**src/rtl/core/dltq_pkg.sv**
```systemverilog
// Package with command, status codes and internal types of the timer queue.
package dltq_pkg;
  localparam int CMD_W = 2;
  localparam int STATUS_W = 2;
  localparam int PERIOD_W = 16;
  localparam int HANDLE_W = 8;
  localparam int TAG_W = 16;
  localparam int DELTA_W = 17;

  localparam logic [CMD_W-1:0] CMD_ADD = 2'd0;
  localparam logic [CMD_W-1:0] CMD_REMOVE = 2'd1;
  localparam logic [CMD_W-1:0] CMD_TICK = 2'd2;
  localparam logic [CMD_W-1:0] CMD_NOP = 2'd3;

  localparam logic [STATUS_W-1:0] ST_OK = 2'd0;
  localparam logic [STATUS_W-1:0] ST_ZERO_PERIOD = 2'd1;
  localparam logic [STATUS_W-1:0] ST_POOL_FULL = 2'd2;
  localparam logic [STATUS_W-1:0] ST_NOT_FOUND = 2'd3;

  // Classified operation handed from the front part to the back part.
  typedef enum logic [3:0] {
    OP_ADD    = 4'b0001,
    OP_REMOVE = 4'b0010,
    OP_TICK   = 4'b0100,
    OP_DONE   = 4'b1000
  } op_t;

  typedef struct packed {
    op_t                   op;
    logic [STATUS_W-1:0]   status;
    logic [PERIOD_W-1:0]   period;
    logic                  one_shot;
    logic [HANDLE_W-1:0]   handle;
    logic [TAG_W-1:0]      tag;
  } job_t;

  typedef struct packed {
    logic [STATUS_W-1:0] status;
    logic                fired;
    logic [HANDLE_W-1:0] fired_handle;
    logic [TAG_W-1:0]    fired_tag;
  } res_t;
endpackage

```
**src/rtl/core/dltq_cmd_if.sv**
```systemverilog
// Valid/ready channels for command beats and result beats.
interface dltq_cmd_if import dltq_pkg::*; ();
  logic                valid;
  logic                ready;
  logic [CMD_W-1:0]    command;
  logic [PERIOD_W-1:0] period_ticks;
  logic                one_shot;
  logic [HANDLE_W-1:0] timer_handle;
  logic [TAG_W-1:0]    callback_tag;
  modport source (output valid, command, period_ticks, one_shot, timer_handle,
                  callback_tag, input ready);
  modport sink (input valid, command, period_ticks, one_shot, timer_handle,
                callback_tag, output ready);
endinterface

interface dltq_res_if import dltq_pkg::*; ();
  logic                valid;
  logic                ready;
  logic [STATUS_W-1:0] status;
  logic                fired;
  logic [HANDLE_W-1:0] fired_handle;
  logic [TAG_W-1:0]    fired_tag;
  modport source (output valid, status, fired, fired_handle, fired_tag, input ready);
  modport sink (input valid, status, fired, fired_handle, fired_tag, output ready);
endinterface

```
**src/rtl/core/dltq_front.sv**
```systemverilog
// Front part: takes command beats, screens them and queues jobs for the back part.
module dltq_front import dltq_pkg::*; (
  input  logic             clk,
  input  logic             rst,
  dltq_cmd_if.sink         cmd,
  output logic             job_valid,
  input  logic             job_ready,
  output job_t             job
);
  localparam int QD = 2;

  job_t            q [QD];
  logic            wr_ptr, rd_ptr;
  logic [1:0]      q_count;
  job_t            job_in;
  logic            push, pop;

  assign cmd.ready = (q_count != 2'd2);
  assign push = cmd.valid && cmd.ready;
  assign pop = job_valid && job_ready;
  assign job_valid = (q_count != 2'd0);
  assign job = q[rd_ptr];

  // A zero period is refused here; a full pool is only known when the back
  // part reaches the add, since earlier jobs may still free entries.
  always_comb begin
    job_in.period = cmd.period_ticks;
    job_in.one_shot = cmd.one_shot;
    job_in.handle = cmd.timer_handle;
    job_in.tag = cmd.callback_tag;
    job_in.status = ST_OK;
    job_in.op = OP_DONE;
    unique case (cmd.command)
      CMD_ADD: begin
        if (cmd.period_ticks == '0) job_in.status = ST_ZERO_PERIOD;
        else job_in.op = OP_ADD;
      end
      CMD_REMOVE: job_in.op = OP_REMOVE;
      CMD_TICK: job_in.op = OP_TICK;
      default: job_in.op = OP_DONE;
    endcase
  end

  always_ff @(posedge clk) begin
    if (push) q[wr_ptr] <= job_in;
  end

  always_ff @(posedge clk) begin
    if (rst) begin
      wr_ptr <= 1'b0;
      rd_ptr <= 1'b0;
      q_count <= 2'd0;
    end else begin
      if (push) wr_ptr <= ~wr_ptr;
      if (pop) rd_ptr <= ~rd_ptr;
      q_count <= q_count + 2'(push) - 2'(pop);
    end
  end
endmodule

```
**src/rtl/core/dltq_back.sv**
```systemverilog
// Back part: walks the linked delta list in pool memories and updates it.
module dltq_back import dltq_pkg::*; #(
  parameter int POOL_ENTRIES = 16
) (
  input  logic      clk,
  input  logic      rst,
  input  logic      job_valid,
  output logic      job_ready,
  input  job_t      job,
  output logic      res_valid,
  input  logic      res_ready,
  output res_t      res
);
  localparam int IW = $clog2(POOL_ENTRIES + 1);
  localparam int AW = (POOL_ENTRIES > 1) ? $clog2(POOL_ENTRIES) : 1;
  localparam logic [IW-1:0] NIL = IW'(POOL_ENTRIES);

  typedef enum logic [10:0] {
    S_IDLE   = 11'b00000000001,
    S_LSUCC  = 11'b00000000010,
    S_LRD    = 11'b00000000100,
    S_LCHK   = 11'b00000001000,
    S_LFIX   = 11'b00000010000,
    S_RRD    = 11'b00000100000,
    S_RCHK   = 11'b00001000000,
    S_RNXT   = 11'b00010000000,
    S_RFIX   = 11'b00100000000,
    S_TRD    = 11'b01000000000,
    S_OUT    = 11'b10000000000
  } state_t;

  state_t state;
  // Pool memories.
  logic [DELTA_W-1:0]  m_delta  [POOL_ENTRIES];
  logic [PERIOD_W-1:0] m_period [POOL_ENTRIES];
  logic [HANDLE_W-1:0] m_handle [POOL_ENTRIES];
  logic [TAG_W-1:0]    m_tag    [POOL_ENTRIES];
  logic                m_shot   [POOL_ENTRIES];
  logic [IW-1:0]       m_link   [POOL_ENTRIES];
  logic [POOL_ENTRIES-1:0] in_use;

  logic [IW-1:0]      head;
  logic [DELTA_W-1:0] elapsed;
  // Walk registers.
  logic [IW-1:0]      slot, p, prev, steps;
  logic [DELTA_W-1:0] target, cum, rel, rmv_delta;
  logic [HANDLE_W-1:0] key;
  // Registered read port.
  logic [AW-1:0]      ra;
  logic [DELTA_W-1:0] rd_delta;
  logic [PERIOD_W-1:0] rd_period;
  logic [HANDLE_W-1:0] rd_handle;
  logic [TAG_W-1:0]   rd_tag;
  logic               rd_shot;
  logic [IW-1:0]      rd_link;
  // Single write port per memory.
  logic               we_d, we_l, we_e;
  logic [AW-1:0]      wa_d, wa_l, wa_e;
  logic [DELTA_W-1:0] wd_d;
  logic [IW-1:0]      wd_l;
  logic [AW-1:0]      free_idx;
  logic               pool_full;
  logic [DELTA_W-1:0] sum_d;
  logic [DELTA_W-1:0] elapsed_inc;
  logic [STATUS_W-1:0] st;
  logic               fired;
  logic [HANDLE_W-1:0] fh;
  logic [TAG_W-1:0]   ft;

  always_comb begin
    free_idx = '0;
    for (int i = POOL_ENTRIES - 1; i >= 0; i--)
      if (!in_use[i]) free_idx = AW'(i);
  end

  assign pool_full = &in_use;
  assign sum_d = cum + rd_delta;
  assign elapsed_inc = elapsed + DELTA_W'(1);
  assign job_ready = (state == S_IDLE) && !res_valid;
  assign res = '{status: st, fired: fired, fired_handle: fh, fired_tag: ft};

  always_ff @(posedge clk) begin
    rd_delta <= m_delta[ra];
    rd_period <= m_period[ra];
    rd_handle <= m_handle[ra];
    rd_tag <= m_tag[ra];
    rd_shot <= m_shot[ra];
    rd_link <= m_link[ra];
    if (we_d) m_delta[wa_d] <= wd_d;
    if (we_l) m_link[wa_l] <= wd_l;
    if (we_e) begin
      m_period[wa_e] <= job.period;
      m_handle[wa_e] <= job.handle;
      m_tag[wa_e] <= job.tag;
      m_shot[wa_e] <= job.one_shot;
    end
  end

  always_comb begin
    we_d = 1'b0; wa_d = slot[AW-1:0]; wd_d = rel;
    we_l = 1'b0; wa_l = slot[AW-1:0]; wd_l = p;
    we_e = 1'b0; wa_e = free_idx;
    ra = p[AW-1:0];
    unique case (state)
      S_IDLE: begin
        ra = head[AW-1:0];
        we_e = job_valid && job_ready && job.op == OP_ADD && !pool_full;
      end
      S_LFIX: begin
        // The new entry gets its relative delta and its successor.
        we_d = 1'b1; we_l = 1'b1;
      end
      S_LSUCC: begin
        // The successor loses the new delta; the predecessor points at the new entry.
        we_d = (p < NIL); wa_d = p[AW-1:0]; wd_d = rd_delta - rel;
        we_l = (prev != NIL); wa_l = prev[AW-1:0]; wd_l = slot;
      end
      S_RFIX: begin
        // The successor absorbs the removed delta; the predecessor skips the entry.
        we_d = (p < NIL); wa_d = p[AW-1:0]; wd_d = rd_delta + rmv_delta;
        we_l = (prev != NIL); wa_l = prev[AW-1:0]; wd_l = p;
      end
      default: ;
    endcase
  end

  always_ff @(posedge clk) begin
    if (rst) begin
      state <= S_IDLE;
      in_use <= '0;
      head <= NIL;
      elapsed <= '0;
      res_valid <= 1'b0;
    end else begin
      if (res_valid && res_ready) res_valid <= 1'b0;
      unique case (state)
        S_IDLE: if (job_valid && job_ready) begin
          st <= job.status; fired <= 1'b0; fh <= '0; ft <= '0;
          key <= job.handle; prev <= NIL; p <= head; steps <= '0; cum <= '0;
          case (job.op)
            OP_ADD: begin
              if (pool_full) begin
                st <= ST_POOL_FULL;
                state <= S_OUT;
              end else begin
                slot <= IW'(free_idx);
                in_use[free_idx] <= 1'b1;
                target <= DELTA_W'(job.period) + elapsed;
                state <= S_LRD;
              end
            end
            OP_REMOVE: state <= S_RRD;
            OP_TICK: state <= (head == NIL) ? S_OUT : S_TRD;
            default: state <= S_OUT;
          endcase
        end
        // Link walk: p is read in S_LRD, its data is seen in S_LCHK.
        S_LRD: state <= S_LCHK;
        S_LCHK: begin
          if (p < NIL && steps < IW'(POOL_ENTRIES) && sum_d <= target) begin
            cum <= sum_d; prev <= p; p <= rd_link; steps <= steps + IW'(1);
            state <= S_LRD;
          end else begin
            if (p > NIL) p <= NIL;
            rel <= target - cum;
            state <= S_LFIX;
          end
        end
        S_LFIX: state <= S_LSUCC;
        S_LSUCC: begin
          if (prev == NIL) head <= slot;
          state <= S_OUT;
        end
        S_RRD: state <= S_RCHK;
        S_RCHK: begin
          if (p < NIL && steps < IW'(POOL_ENTRIES) && rd_handle != key) begin
            prev <= p; p <= rd_link; steps <= steps + IW'(1);
            state <= S_RRD;
          end else if (p >= NIL || steps >= IW'(POOL_ENTRIES)) begin
            st <= ST_NOT_FOUND;
            state <= S_OUT;
          end else begin
            in_use[p[AW-1:0]] <= 1'b0;
            if (prev == NIL) begin
              // Removing the head restarts the count and keeps later due times.
              head <= rd_link; elapsed <= '0;
              rmv_delta <= rd_delta - elapsed;
            end else begin
              rmv_delta <= rd_delta;
            end
            p <= rd_link;
            state <= S_RNXT;
          end
        end
        // The successor is read here and patched in S_RFIX.
        S_RNXT: state <= S_RFIX;
        S_RFIX: state <= S_OUT;
        S_TRD: begin
          // Head data was read while the job was taken.
          if (elapsed_inc >= rd_delta) begin
            fired <= 1'b1; fh <= rd_handle; ft <= rd_tag;
            elapsed <= '0;
            head <= (rd_link > NIL) ? NIL : rd_link;
            if (rd_shot) begin
              in_use[head[AW-1:0]] <= 1'b0;
              state <= S_OUT;
            end else begin
              slot <= head;
              target <= DELTA_W'(rd_period);
              p <= (rd_link > NIL) ? NIL : rd_link;
              prev <= NIL; cum <= '0; steps <= '0;
              state <= S_LRD;
            end
          end else begin
            elapsed <= elapsed_inc;
            state <= S_OUT;
          end
        end
        S_OUT: begin
          res_valid <= 1'b1;
          state <= S_IDLE;
        end
        default: state <= S_IDLE;
      endcase
    end
  end
endmodule

```
**src/rtl/core/delta_list_timer_queue.sv**
```systemverilog
// Top level of the delta-list timer queue.
// An add or a remove walks the list and reads one pool entry per step; a tick that
// fires a periodic timer walks the list again to re-insert it. The back part takes one
// job at a time and takes the next only once the result beat has left.
// Reset (rst, synchronous): empties the list, frees the pool and clears the count.
module delta_list_timer_queue import dltq_pkg::*; #(
  parameter int POOL_ENTRIES = 16
) (
  input  logic      clk,
  input  logic      rst,
  dltq_cmd_if.sink  cmd,
  dltq_res_if.source res
);
  logic job_valid, job_ready;
  job_t job;
  res_t r;

  // The front part screens each command beat and parks it in a two-deep job
  // queue, so command beats keep coming while the back part walks the list.
  dltq_front u_front (
    .clk, .rst, .cmd, .job_valid, .job_ready, .job
  );

  // The back part owns the pool, the list head and the elapsed count. It
  // decides a full pool itself, because earlier jobs may still free entries.
  dltq_back #(.POOL_ENTRIES(POOL_ENTRIES)) u_back (
    .clk, .rst, .job_valid, .job_ready, .job,
    .res_valid(res.valid), .res_ready(res.ready), .res(r)
  );

  // The result register in the back part drives the result beat directly.
  assign res.status = r.status;
  assign res.fired = r.fired;
  assign res.fired_handle = r.fired_handle;
  assign res.fired_tag = r.fired_tag;

`ifndef SYNTHESIS
  // A beat that did not fire carries zero handle and tag.
  a_nofire_zero: assert property (@(posedge clk) disable iff (rst)
    res.valid && !res.fired |-> res.fired_handle == '0 && res.fired_tag == '0)
    else $error("unfired result carries data");
  // A firing result always reports ok status.
  a_fire_ok: assert property (@(posedge clk) disable iff (rst)
    res.valid && res.fired |-> res.status == ST_OK)
    else $error("fired result with error status");
`endif
endmodule

```
**src/flat_wrapper.sv**
```systemverilog
// flat-port wrapper written by rule: the top's interface ports become plain ports
module delta_list_timer_queue_flat import dltq_pkg::*;
#(
  parameter int POOL_ENTRIES = 16
)
  (clk, rst, cmd_valid, cmd_command, cmd_period_ticks, cmd_one_shot, cmd_timer_handle, cmd_callback_tag, cmd_ready, res_valid, res_status, res_fired, res_fired_handle, res_fired_tag, res_ready);
  dltq_cmd_if cmd_i ();
  dltq_res_if res_i ();
  input  logic clk;
  input  logic rst;
  input wire logic [$bits(cmd_i.valid)-1:0] cmd_valid;
  input wire logic [$bits(cmd_i.command)-1:0] cmd_command;
  input wire logic [$bits(cmd_i.period_ticks)-1:0] cmd_period_ticks;
  input wire logic [$bits(cmd_i.one_shot)-1:0] cmd_one_shot;
  input wire logic [$bits(cmd_i.timer_handle)-1:0] cmd_timer_handle;
  input wire logic [$bits(cmd_i.callback_tag)-1:0] cmd_callback_tag;
  output wire logic [$bits(cmd_i.ready)-1:0] cmd_ready;
  output wire logic [$bits(res_i.valid)-1:0] res_valid;
  output wire logic [$bits(res_i.status)-1:0] res_status;
  output wire logic [$bits(res_i.fired)-1:0] res_fired;
  output wire logic [$bits(res_i.fired_handle)-1:0] res_fired_handle;
  output wire logic [$bits(res_i.fired_tag)-1:0] res_fired_tag;
  input wire logic [$bits(res_i.ready)-1:0] res_ready;
  assign cmd_i.valid = cmd_valid;
  assign cmd_i.command = cmd_command;
  assign cmd_i.period_ticks = cmd_period_ticks;
  assign cmd_i.one_shot = cmd_one_shot;
  assign cmd_i.timer_handle = cmd_timer_handle;
  assign cmd_i.callback_tag = cmd_callback_tag;
  assign cmd_ready = cmd_i.ready;
  assign res_valid = res_i.valid;
  assign res_status = res_i.status;
  assign res_fired = res_i.fired;
  assign res_fired_handle = res_i.fired_handle;
  assign res_fired_tag = res_i.fired_tag;
  assign res_i.ready = res_ready;
  delta_list_timer_queue #(.POOL_ENTRIES(POOL_ENTRIES)) u_core (.clk(clk), .rst(rst), .cmd(cmd_i), .res(res_i));
endmodule
```
**config.mk**
```make
export PLATFORM = sky130hd
export DESIGN_NAME = delta_list_timer_queue_flat
export DESIGN_NICKNAME = d
export VERILOG_FILES = /design/src/rtl/core/dltq_pkg.sv /design/src/rtl/core/dltq_cmd_if.sv /design/src/rtl/core/dltq_front.sv /design/src/rtl/core/dltq_back.sv /design/src/rtl/core/delta_list_timer_queue.sv /design/src/flat_wrapper.sv
export SDC_FILE = /design/constraint.sdc
export NUM_CORES = 2
export LEC_CHECK = 0
export ABC_AREA = 1
export BUFFER_PORTS_ARGS = -buffer_cell sky130_fd_sc_hd__buf_2
export CORE_MARGIN = 2
export CORE_UTILIZATION = 44
export CTS_BUF_LIST = sky130_fd_sc_hd__clkbuf_8
export DETAILED_ROUTE_END_ITERATION = 8
export PLACE_DENSITY = 0.69
export SLEW_MARGIN = 20
export SYNTH_ARGS = -nofsm -noshare
export SYNTH_HDL_FRONTEND = slang
export SYNTH_SLANG_ARGS = --single-unit
```
**constraint.sdc**
```tcl
create_clock -name clk -period 10.2 [get_ports clk]
set_input_delay 1.02 -clock clk [delete_from_list [all_inputs] [get_ports clk]]
set_output_delay 1.02 -clock clk [all_outputs]
set_load 0.05 [all_outputs]
```
After elaboration in Yosys (flattened, before gate mapping)
Memory sizes are Yosys's and may differ from the RTL's. A register that Yosys moved wholly into a read port is not among the register bits.
Index checks and enable logic that the tools add are counted.
- equality and inequality tests: 36
- $lt $le $gt $ge: 14
- reduce and logical (&&, ||, !) cells: 40
- add/sub/neg operators: 10
- bitwise operators: 11
- multiplexer cells: 129
- operators by type and width (cell ; count):
    17-bit 2-to-1 mux ; 14
    5-bit 2-to-1 mux ; 30
    16-bit 2-to-1 mux ; 9
    17-bit one-hot mux with 2 select lines ; 3
    11-bit one-hot mux with 9 select lines ; 1
    4-bit 2-to-1 mux ; 20
    11-bit 2-to-1 mux ; 7
    5-bit one-hot mux with 4 select lines ; 3
    17-bit one-hot mux with 3 select lines ; 1
    17-bit subtractor ; 3
    16-bit one-hot mux with 3 select lines ; 1
    17-bit adder ; 2
    11-bit one-hot mux with 3 select lines ; 1
    16-bit bitwise AND ; 2
    16-bit NOT ; 2
    16-bit one-hot mux with 2 select lines ; 1
    2-bit inequality test (second input constant) ; 12
    7-bit AND reduction ; 3
    1-bit 2-to-1 mux ; 19
    16-bit by 17-bit adder with 17-bit output ; 1
    17-bit by 1-bit adder with 17-bit output (second input constant) ; 1
    17-bit >= comparator ; 1
    17-bit less-or-equal comparator ; 1
    16-bit zero test ; 1
    54 further kinds ; 101
- output and inout bits: 29
- RAM bits: 1102
- bits in registers: 177
- memories: 7
- bits of input ports: 47
- word-level logic and storage cells: 268
- memory list (memory ; depth ; bits a word ; rd ports ; clocked after memory_dff ; wr ports ; line ; text):
    u_core.u_back.m_delta ; 16 ; 17 ; 1 ; 1 ; 1 ; dltq_back.sv:34 ; logic [DELTA_W-1:0] m_delta [POOL_ENTRIES];
    u_core.u_back.m_period ; 16 ; 16 ; 1 ; 1 ; 1 ; dltq_back.sv:35 ; logic [PERIOD_W-1:0] m_period [POOL_ENTRIES];
    u_core.u_back.m_tag ; 16 ; 16 ; 1 ; 1 ; 1 ; dltq_back.sv:37 ; logic [TAG_W-1:0] m_tag [POOL_ENTRIES];
    u_core.u_back.m_handle ; 16 ; 8 ; 1 ; 1 ; 1 ; dltq_back.sv:36 ; logic [HANDLE_W-1:0] m_handle [POOL_ENTRIES];
    u_core.u_front.q ; 2 ; 47 ; 1 ; 1 ; 1 ; dltq_front.sv:12 ; job_t q [QD];
    u_core.u_back.m_link ; 16 ; 5 ; 1 ; 1 ; 1 ; dltq_back.sv:39 ; logic [IW-1:0] m_link [POOL_ENTRIES];
    1 more memories ; n/a ; n/a ; n/a ; n/a ; n/a ; n/a ;

Logic depth before layout (Yosys ltp)
- word-level depth: 25
- gate-level depth with buffers: 25
- depth with buffers taken out: 25

Modules after synthesis
From an unflattened synthesis, not the netlist that was laid out.
- cell total of the unflattened synthesis: 4796
- area total of the unflattened synthesis: 57365.0 um^2
- by module, submodules not included (module ; cells an instance ; times used ; sequential area each (um^2) ; area each (um^2)):
    dltq_back ; 4592 ; 1 ; 36224.7 ; 53463.8
    dltq_front ; 204 ; 1 ; 2862.7 ; 3901.2

Worst setup path before layout
OpenSTA, ideal clock, no wires.
- kind: register to register
- from: register u_core.u_back.state[10]
- to: memory u_core.u_back.m_handle[0][0] (enable)
- period minus slack after synthesis: 5.917 ns
- path slack: 4.283 ns
- data arrival time: 5.376 ns
- buffers on the path: 1
- library setup time: 0.541 ns
- stages on the path, launching flop included: 9
- required time: 9.659 ns
- cells stage by stage: dfxtp_1 > nor2_2 > nand2_2 > nor2_4 > nand2_4 > inv_4 > buf_4 > nand4_1 > nor4_1
- cells in the longest elaborated chain, start to end: 8
- ends and longest elaborated chain (what ; line ; text):
    start, declared ; dltq_back.sv:32 ; state_t state;
    start signal, assigned ; dltq_back.sv:153 ; OP_TICK: state <= (head == NIL) ? S_OUT : S_TRD;
    11-bit by 1-bit == test with 1-bit output * ; dltq_back.sv:79, dltq_back.sv:104 ;
    1-bit logical AND ; dltq_back.sv:79 ; assign job_ready = (state == S_IDLE) && !res_valid;
    1-bit logical AND (3 in series) ; dltq_back.sv:107 ; we_e = job_valid && job_ready && job.op == OP_ADD && !pool_full;
    1-bit 2-to-1 mux * ; dltq_back.sv:104 ; unique case (state)
    1-bit 2-to-1 mux * ; dltq_back.sv:91 ; if (we_e) begin
    1-bit 2-to-1 mux (not written as such) * ; dltq_back.sv:93 ; m_handle[wa_e] <= job.handle;
    end, declared ; dltq_back.sv:36 ;
Mark *: on every way between the ends. The rest lies on a longest branch, timed or not.

Final worst setup path
- from: register u_core.u_back.state[4]
- to: memory u_core.u_back.m_delta[7][7] (enable)
- cells in the longest elaborated chain, start to end: 5
- elaborated cells on any way between the ends: 8
- classes of those cells: 3 x eq/ne; 4 x mux; 1 x reduce/logical
- ends and longest elaborated chain (what ; line ; text):
    11-bit by 2-bit == test with 1-bit output or 11-bit by 9-bit == test with 1-bit output (tied branches) ; dltq_back.sv:104 ;
    2-bit OR reduction (no line) ; n/a ;
    1-bit one-hot mux with 2 select lines ; dltq_back.sv:104 ;
    1-bit 2-to-1 mux ; dltq_back.sv:89 ; if (we_d) m_delta[wa_d] <= wd_d;
    1-bit 2-to-1 mux (not written as such) ; dltq_back.sv:89 ;
    end, declared ; dltq_back.sv:34 ;
Several ways; a longest one is shown, not always the timed one.

==> flow_summary.html <==
<table>
<tr><th>Metric</th><th>Value</th></tr>
<tr><th colspan="2">Synth</th></tr>
<tr><td>Post-synth ARST share</td><td>0%</td></tr>
<tr><td>Avg Synthesized Cell Area</td><td>about 12 µm²</td></tr>
<tr><td>Post-synthesis instance total</td><td>roughly 4.8k</td></tr>
<tr><td>Post-Syn Area</td><td>between 0.05 and 0.06 mm²</td></tr>
<tr><td>Syn. warnings</td><td>0</td></tr>
<tr><td>Sequential element share of the synthesized area</td><td>68.50%</td></tr>
<tr><td>Dominant cells by area after synthesis</td><td>sky130_fd_sc_hd__edfxtp_1 64%, sky130_fd_sc_hd__o21ai_0 5.1%, sky130_fd_sc_hd__nor2_1 5.0%</td></tr>
<tr><td>Seq cells post-synth</td><td>1341</td></tr>
<tr><td>Post-Synthesis Net Count</td><td>approximately 4.9k</td></tr>
<tr><td>Top cell type's share of synthesized area</td><td>about 64%</td></tr>
<tr><td>Ys flop type</td><td>sky130_fd_sc_hd__edfxtp_1</td></tr>
<tr><td>Most area-hungry cell type in the Yosys netlist</td><td>sky130_fd_sc_hd__edfxtp_1</td></tr>
<tr><td>Number of unique standard cell types used by synthesis</td><td>62</td></tr>
<tr><td>Post-synth EDFFs</td><td>1223</td></tr>
<tr><th colspan="2">Floorplanning</th></tr>
<tr><td>Core Rows</td><td>about 130</td></tr>
<tr><td>Top-level port count</td><td>76</td></tr>
<tr><td>Die footprint</td><td>~0.13 mm²</td></tr>
<tr><td>Height of the chip</td><td>around 360 µm</td></tr>
<tr><td>Core region area</td><td>between 0.1 and 0.15 mm²</td></tr>
<tr><td>Starting utilization of the core area</td><td>about 44%</td></tr>
<tr><td>Die outline width</td><td>between 300 and 400 µm</td></tr>
<tr><th colspan="2">Clocking</th></tr>
<tr><td>Number of hold buffers added after CTS</td><td>0</td></tr>
<tr><td>Worst-Skew Late Latency</td><td>920 ps</td></tr>
<tr><td>Clock Sinks</td><td>around 1.3k</td></tr>
<tr><td>Clock tree from TritonCTS</td><td>built</td></tr>
<tr><td>Library cell used as clock root buffer</td><td>sky130_fd_sc_hd__clkbuf_8</td></tr>
<tr><td>Number of buffers inserted to repair setup after CTS</td><td>0</td></tr>
<tr><td>Clock buffers created by TritonCTS</td><td>210</td></tr>
<tr><td>Buffer depth of the longest clock path</td><td>3</td></tr>
<tr><td>Clock transition at the registers of the reported paths</td><td>around 60 ps</td></tr>
<tr><td>Max H-tree Level</td><td>4</td></tr>
<tr><td>Resized Gates After CTS</td><td>0</td></tr>
<tr><th colspan="2">Power and ir drop</th></tr>
<tr><td>Tot Pwr</td><td>between 0.015 and 0.02 W</td></tr>
<tr><td>Power density over the cells</td><td>297.2 mW/mm²</td></tr>
<tr><td>Maximum resistive drop on vdd</td><td>approximately 0.36 mV</td></tr>
<tr><td>P_leak</td><td>22.22 nW</td></tr>
<tr><th colspan="2">Final layout</th></tr>
<tr><td>Most common cell after layout, fill and taps aside</td><td>sky130_fd_sc_hd__edfxtp_1</td></tr>
<tr><td>Number of fillers in the final layout</td><td>around 11k</td></tr>
<tr><td>Most used cells in the layout excluding fill and tap cells</td><td>1223 x sky130_fd_sc_hd__edfxtp_1, 730 x sky130_fd_sc_hd__nor2_1, 579 x sky130_fd_sc_hd__o21ai_0</td></tr>
<tr><td>Final Instance Area</td><td>approximately 0.063 mm²</td></tr>
<tr><td>Ratio of cells with drive above 1 in the final layout</td><td>between 10% and 20%</td></tr>
<tr><td>Area used by multi-input combinational logic</td><td>~0.016 mm²</td></tr>
<tr><td>Post-synthesis to final-layout area growth</td><td>11.12%</td></tr>
<tr><td>Total Nets Final</td><td>roughly 5.1k</td></tr>
<tr><td>FF+latch area</td><td>approximately 0.039 mm²</td></tr>
<tr><td>Finished Core Util</td><td>about half</td></tr>
<tr><th colspan="2">STA</th></tr>
<tr><td>Setup slack of the critical path after layout</td><td>about 5000 ps</td></tr>
<tr><td>Hold violation count in the final report</td><td>0</td></tr>
<tr><td>Final max-slew violation count</td><td>0</td></tr>
<tr><td>Measured slew at the worst slew-check pin</td><td>~1200 ps</td></tr>
<tr><td>Setup TNS</td><td>0 ps</td></tr>
<tr><td>Largest clock skew in the final design</td><td>41.29 ps</td></tr>
<tr><td>Achievable clock frequency</td><td>192.4 MHz</td></tr>
<tr><td>Final count of negative-setup-slack endpoints</td><td>0</td></tr>
<tr><td>Max transition margin</td><td>between 20% and 30%</td></tr>
<tr><td>Unrepaired setup endpoints after global routing</td><td>no</td></tr>
<tr><td>Clock period minus worst slack</td><td>between 5000 and 6000 ps</td></tr>
<tr><td>Crit share post-route</td><td>between 50% and 60%</td></tr>
<tr><th colspan="2">Place</th></tr>
<tr><td>Placed Instance Area</td><td>between 0.05 and 0.06 mm²</td></tr>
<tr><td>Worst slack, placed</td><td>between 5000 and 6000 ps</td></tr>
<tr><td>HPWL reported at the end of detailed placement</td><td>~85000 µm</td></tr>
<tr><td>Number of port buffers</td><td>between 70 and 80</td></tr>
<tr><td>Routability congestion estimate</td><td>0.9541</td></tr>
<tr><th colspan="2">Critical path</th></tr>
<tr><td>Reg2Reg Launch Point</td><td>u_core.u_back.state[4]</td></tr>
<tr><td>CP Class</td><td>register to register</td></tr>
<tr><td>Crit path capture type</td><td>register</td></tr>
<tr><td>Data required time of the worst path</td><td>~11000 ps</td></tr>
<tr><td>CP Launch Type</td><td>register</td></tr>
<tr><td>Register-to-register path setup slack</td><td>approximately 5000 ps</td></tr>
<tr><td>Data arrival at the endpoint of the critical path</td><td>roughly 5700 ps</td></tr>
<tr><td>End of the worst register-to-register path</td><td>u_core.u_back.m_delta[7][7]</td></tr>
<tr><td>Cell count of the worst reg-to-reg path</td><td>10</td></tr>
<tr><td>Maximum net fanout on the critical path</td><td>34</td></tr>
<tr><td>Startpoint of the most critical setup path</td><td>u_core.u_back.state[4]</td></tr>
<tr><td>Crit path capture</td><td>u_core.u_back.m_delta[7][7]</td></tr>
<tr><th colspan="2">Worst hold path</th></tr>
<tr><td>Type of the tightest min-delay check</td><td>primary input to register</td></tr>
<tr><td>Number of cells traversed by the worst hold path</td><td>1</td></tr>
<tr><th colspan="2">Global route</th></tr>
<tr><td>Global-route track usage on met2</td><td>a little under two fifths</td></tr>
<tr><td>Met1 usage</td><td>between 30% and 40%</td></tr>
<tr><td>Global routing usage summed across all routing layers</td><td>22.53%</td></tr>
<tr><td>Final global-route overflow total</td><td>0</td></tr>
<tr><td>Global routing met3 resource utilization</td><td>just under 4%</td></tr>
<tr><td>Routing layer with the top usage in global route</td><td>met2</td></tr>
<tr><td>Antenna violations before repair</td><td>4</td></tr>
<tr><td>Vias in the first global route</td><td>about 37k</td></tr>
<tr><td>Wire length of the first global-routing pass</td><td>about 230000 µm</td></tr>
<tr><td>Largest net degree at the start of global routing</td><td>roughly 200</td></tr>
<tr><th colspan="2">Drt</th></tr>
<tr><td>First-pass iteration count of the detailed router</td><td>8</td></tr>
<tr><td>Via density per instance</td><td>roughly 5.7</td></tr>
<tr><td>Total via count after detailed routing</td><td>slightly below 40k</td></tr>
<tr><td>Starting DRC count in detailed routing</td><td>4890</td></tr>
<tr><td>Drc violations</td><td>0</td></tr>
<tr><td>Drt wl/cell</td><td>22.38 µm</td></tr>
<tr><td>Post-route antenna net violation count</td><td>0</td></tr>
<tr><td>Final Routed Wirelength</td><td>152400 µm</td></tr>
<tr><th colspan="2">Status</th></tr>
<tr><td>Result of the run</td><td>finished clean</td></tr>
<tr><th colspan="2">Run</th></tr>
<tr><td>Total of max-cap violations</td><td>0</td></tr>
</table>
## cells in the mapped netlist (6+ instances only)
cell                          n
sky130_fd_sc_hd__a211oi_1     9
sky130_fd_sc_hd__a21boi_0     6
sky130_fd_sc_hd__a21o_1       6
sky130_fd_sc_hd__a21oi_1    144
sky130_fd_sc_hd__a22oi_1      7
sky130_fd_sc_hd__a31oi_1      6
sky130_fd_sc_hd__buf_1        6
sky130_fd_sc_hd__buf_2       46
sky130_fd_sc_hd__buf_4       10
sky130_fd_sc_hd__clkbuf_1   174
sky130_fd_sc_hd__dfxtp_1    118
sky130_fd_sc_hd__edfxtp_1  1223
sky130_fd_sc_hd__ha_1       119
sky130_fd_sc_hd__inv_1      289
sky130_fd_sc_hd__inv_2        6
sky130_fd_sc_hd__mux2_2      41
sky130_fd_sc_hd__nand2_1    422
sky130_fd_sc_hd__nand3_1    124
sky130_fd_sc_hd__nand4_1     40
sky130_fd_sc_hd__nor2_1     763
sky130_fd_sc_hd__nor3_1      45
sky130_fd_sc_hd__nor4_1       9
sky130_fd_sc_hd__o211ai_1    67
sky130_fd_sc_hd__o21ai_0    581
sky130_fd_sc_hd__o21ai_1     87
sky130_fd_sc_hd__o21bai_1     6
sky130_fd_sc_hd__o221ai_1   170
sky130_fd_sc_hd__o22ai_1     85
sky130_fd_sc_hd__o31ai_1      8
sky130_fd_sc_hd__or2_2        9
sky130_fd_sc_hd__xnor2_1     22
sky130_fd_sc_hd__xor2_1      69
## final cells by class
type / instances / area share [%]
Clock inverter: 163 / 1.352
Antenna cell: 2 / 0.007893
Sequential cell: 1341 / 61.64
Timing Repair Buffer: 134 / 1.350
Inverter: 300 / 1.823
Clock buffer: 233 / 5.057
Multi-Input combinational cell: 2893 / 25.33
Tap cell: 1742 / 3.437
## worst min-delay path by stage
stage                                    from                        end  slack, ps
global route             cmd_callback_tag[12]    u_core.u_front.q[0][12]        240
CTS                      cmd_callback_tag[12]    u_core.u_front.q[1][12]        210
global placement    u_core.u_front.q_count[1]  u_core.u_front.q_count[1]        460
floorplan           u_core.u_front.q_count[1]  u_core.u_front.q_count[1]        440
detailed placement      u_core.u_front.rd_ptr                   register        470
finish                   cmd_callback_tag[12]    u_core.u_front.q[1][12]        280
## sequential cells by signal (all words and copies together) (netlist names), 8 cells and up, named ones only
| signal | flops |
|---|---|
| u_core.u_back.m_delta | 272 |
| u_core.u_front.q | 92 |
| u_core.u_back.rd_tag | 16 |
| u_core.u_back.m_tag | 256 |
| u_core.u_back.rd_delta | 17 |
| u_core.u_back.in_use | 16 |
| u_core.u_back.rd_handle | 8 |
| u_core.u_back.m_shot | 16 |
| u_core.u_back.m_period | 256 |
| u_core.u_back.m_handle | 128 |
| u_core.u_back.ft | 16 |
| u_core.u_back.target | 17 |
| u_core.u_back.key | 8 |
| u_core.u_back.rel | 17 |
| u_core.u_back.cum | 17 |
| u_core.u_back.fh | 8 |
| u_core.u_back.state | 11 |
| u_core.u_back.elapsed | 17 |
| u_core.u_back.rd_period | 16 |
| u_core.u_back.m_link | 80 |
| u_core.u_back.rmv_delta | 17 |
## logic make-up (layout without fill, tap and decap cells)
group,after synthesis,in the layout,synth area share [%]
XOR/XNOR,91,91,1.397
AO/OA/AOI/OAI,1200,1200,12.46
flip-flops,1341,1341,68.50
buffers and inverters,542,830,3.798
adder cells (fa/ha/maj),124,124,2.785
other,0,2,0
AND/OR/NAND/NOR,1437,1437,10.25
multiplexers,41,41,0.8091
## critical path, cell delays in order (launching register included)
cell	delay, ps
sky130_fd_sc_hd__dfxtp_1	320
sky130_fd_sc_hd__nor2_1	160
sky130_fd_sc_hd__nand2_1	150
sky130_fd_sc_hd__nor2_2	310
sky130_fd_sc_hd__nand2_1	90
sky130_fd_sc_hd__buf_4	250
sky130_fd_sc_hd__nand2_1	540
sky130_fd_sc_hd__inv_1	570
sky130_fd_sc_hd__o21ai_0	1070
sky130_fd_sc_hd__nand2_1	360
sky130_fd_sc_hd__nor2_2	940
## where the power goes
| part | switching, W | internal, W | total [W] |
|---|---|---|---|
| Clock | 0.00216 | 0.00218 | 0.00434 |
| Sequential | 0.000299 | 0.00675 | 0.00705 |
| Combinational | 0.00531 | 0.00216 | 0.00746 |
## layer usage
layer / up-vias / share of wire [%] / routed length, µm
met2: 1692 / 48 / 72550
met5: - / 0 / 0
met3: 247 / 8.4 / 12730
met1: 19030 / 41 / 62560
met4: 0 / 3.0 / 4517
li1: 17680 / - / -
## metrics by stage
| stage | std cells | hold slack (ps) |
|---|---|---|
| 6_report | 6808 | 282.5 |
| 5_1_grt | 6808 | 238.3 |
| 4_1_cts | 6806 | 205.2 |
| 3_5_place_dp | 6410 | 469.9 |
| 3_3_place_gp | 6410 | 457.6 |
| 2_1_floorplan | 4776 | 443.1 |
No activity file was read; power rests on OpenSTA's default activity.
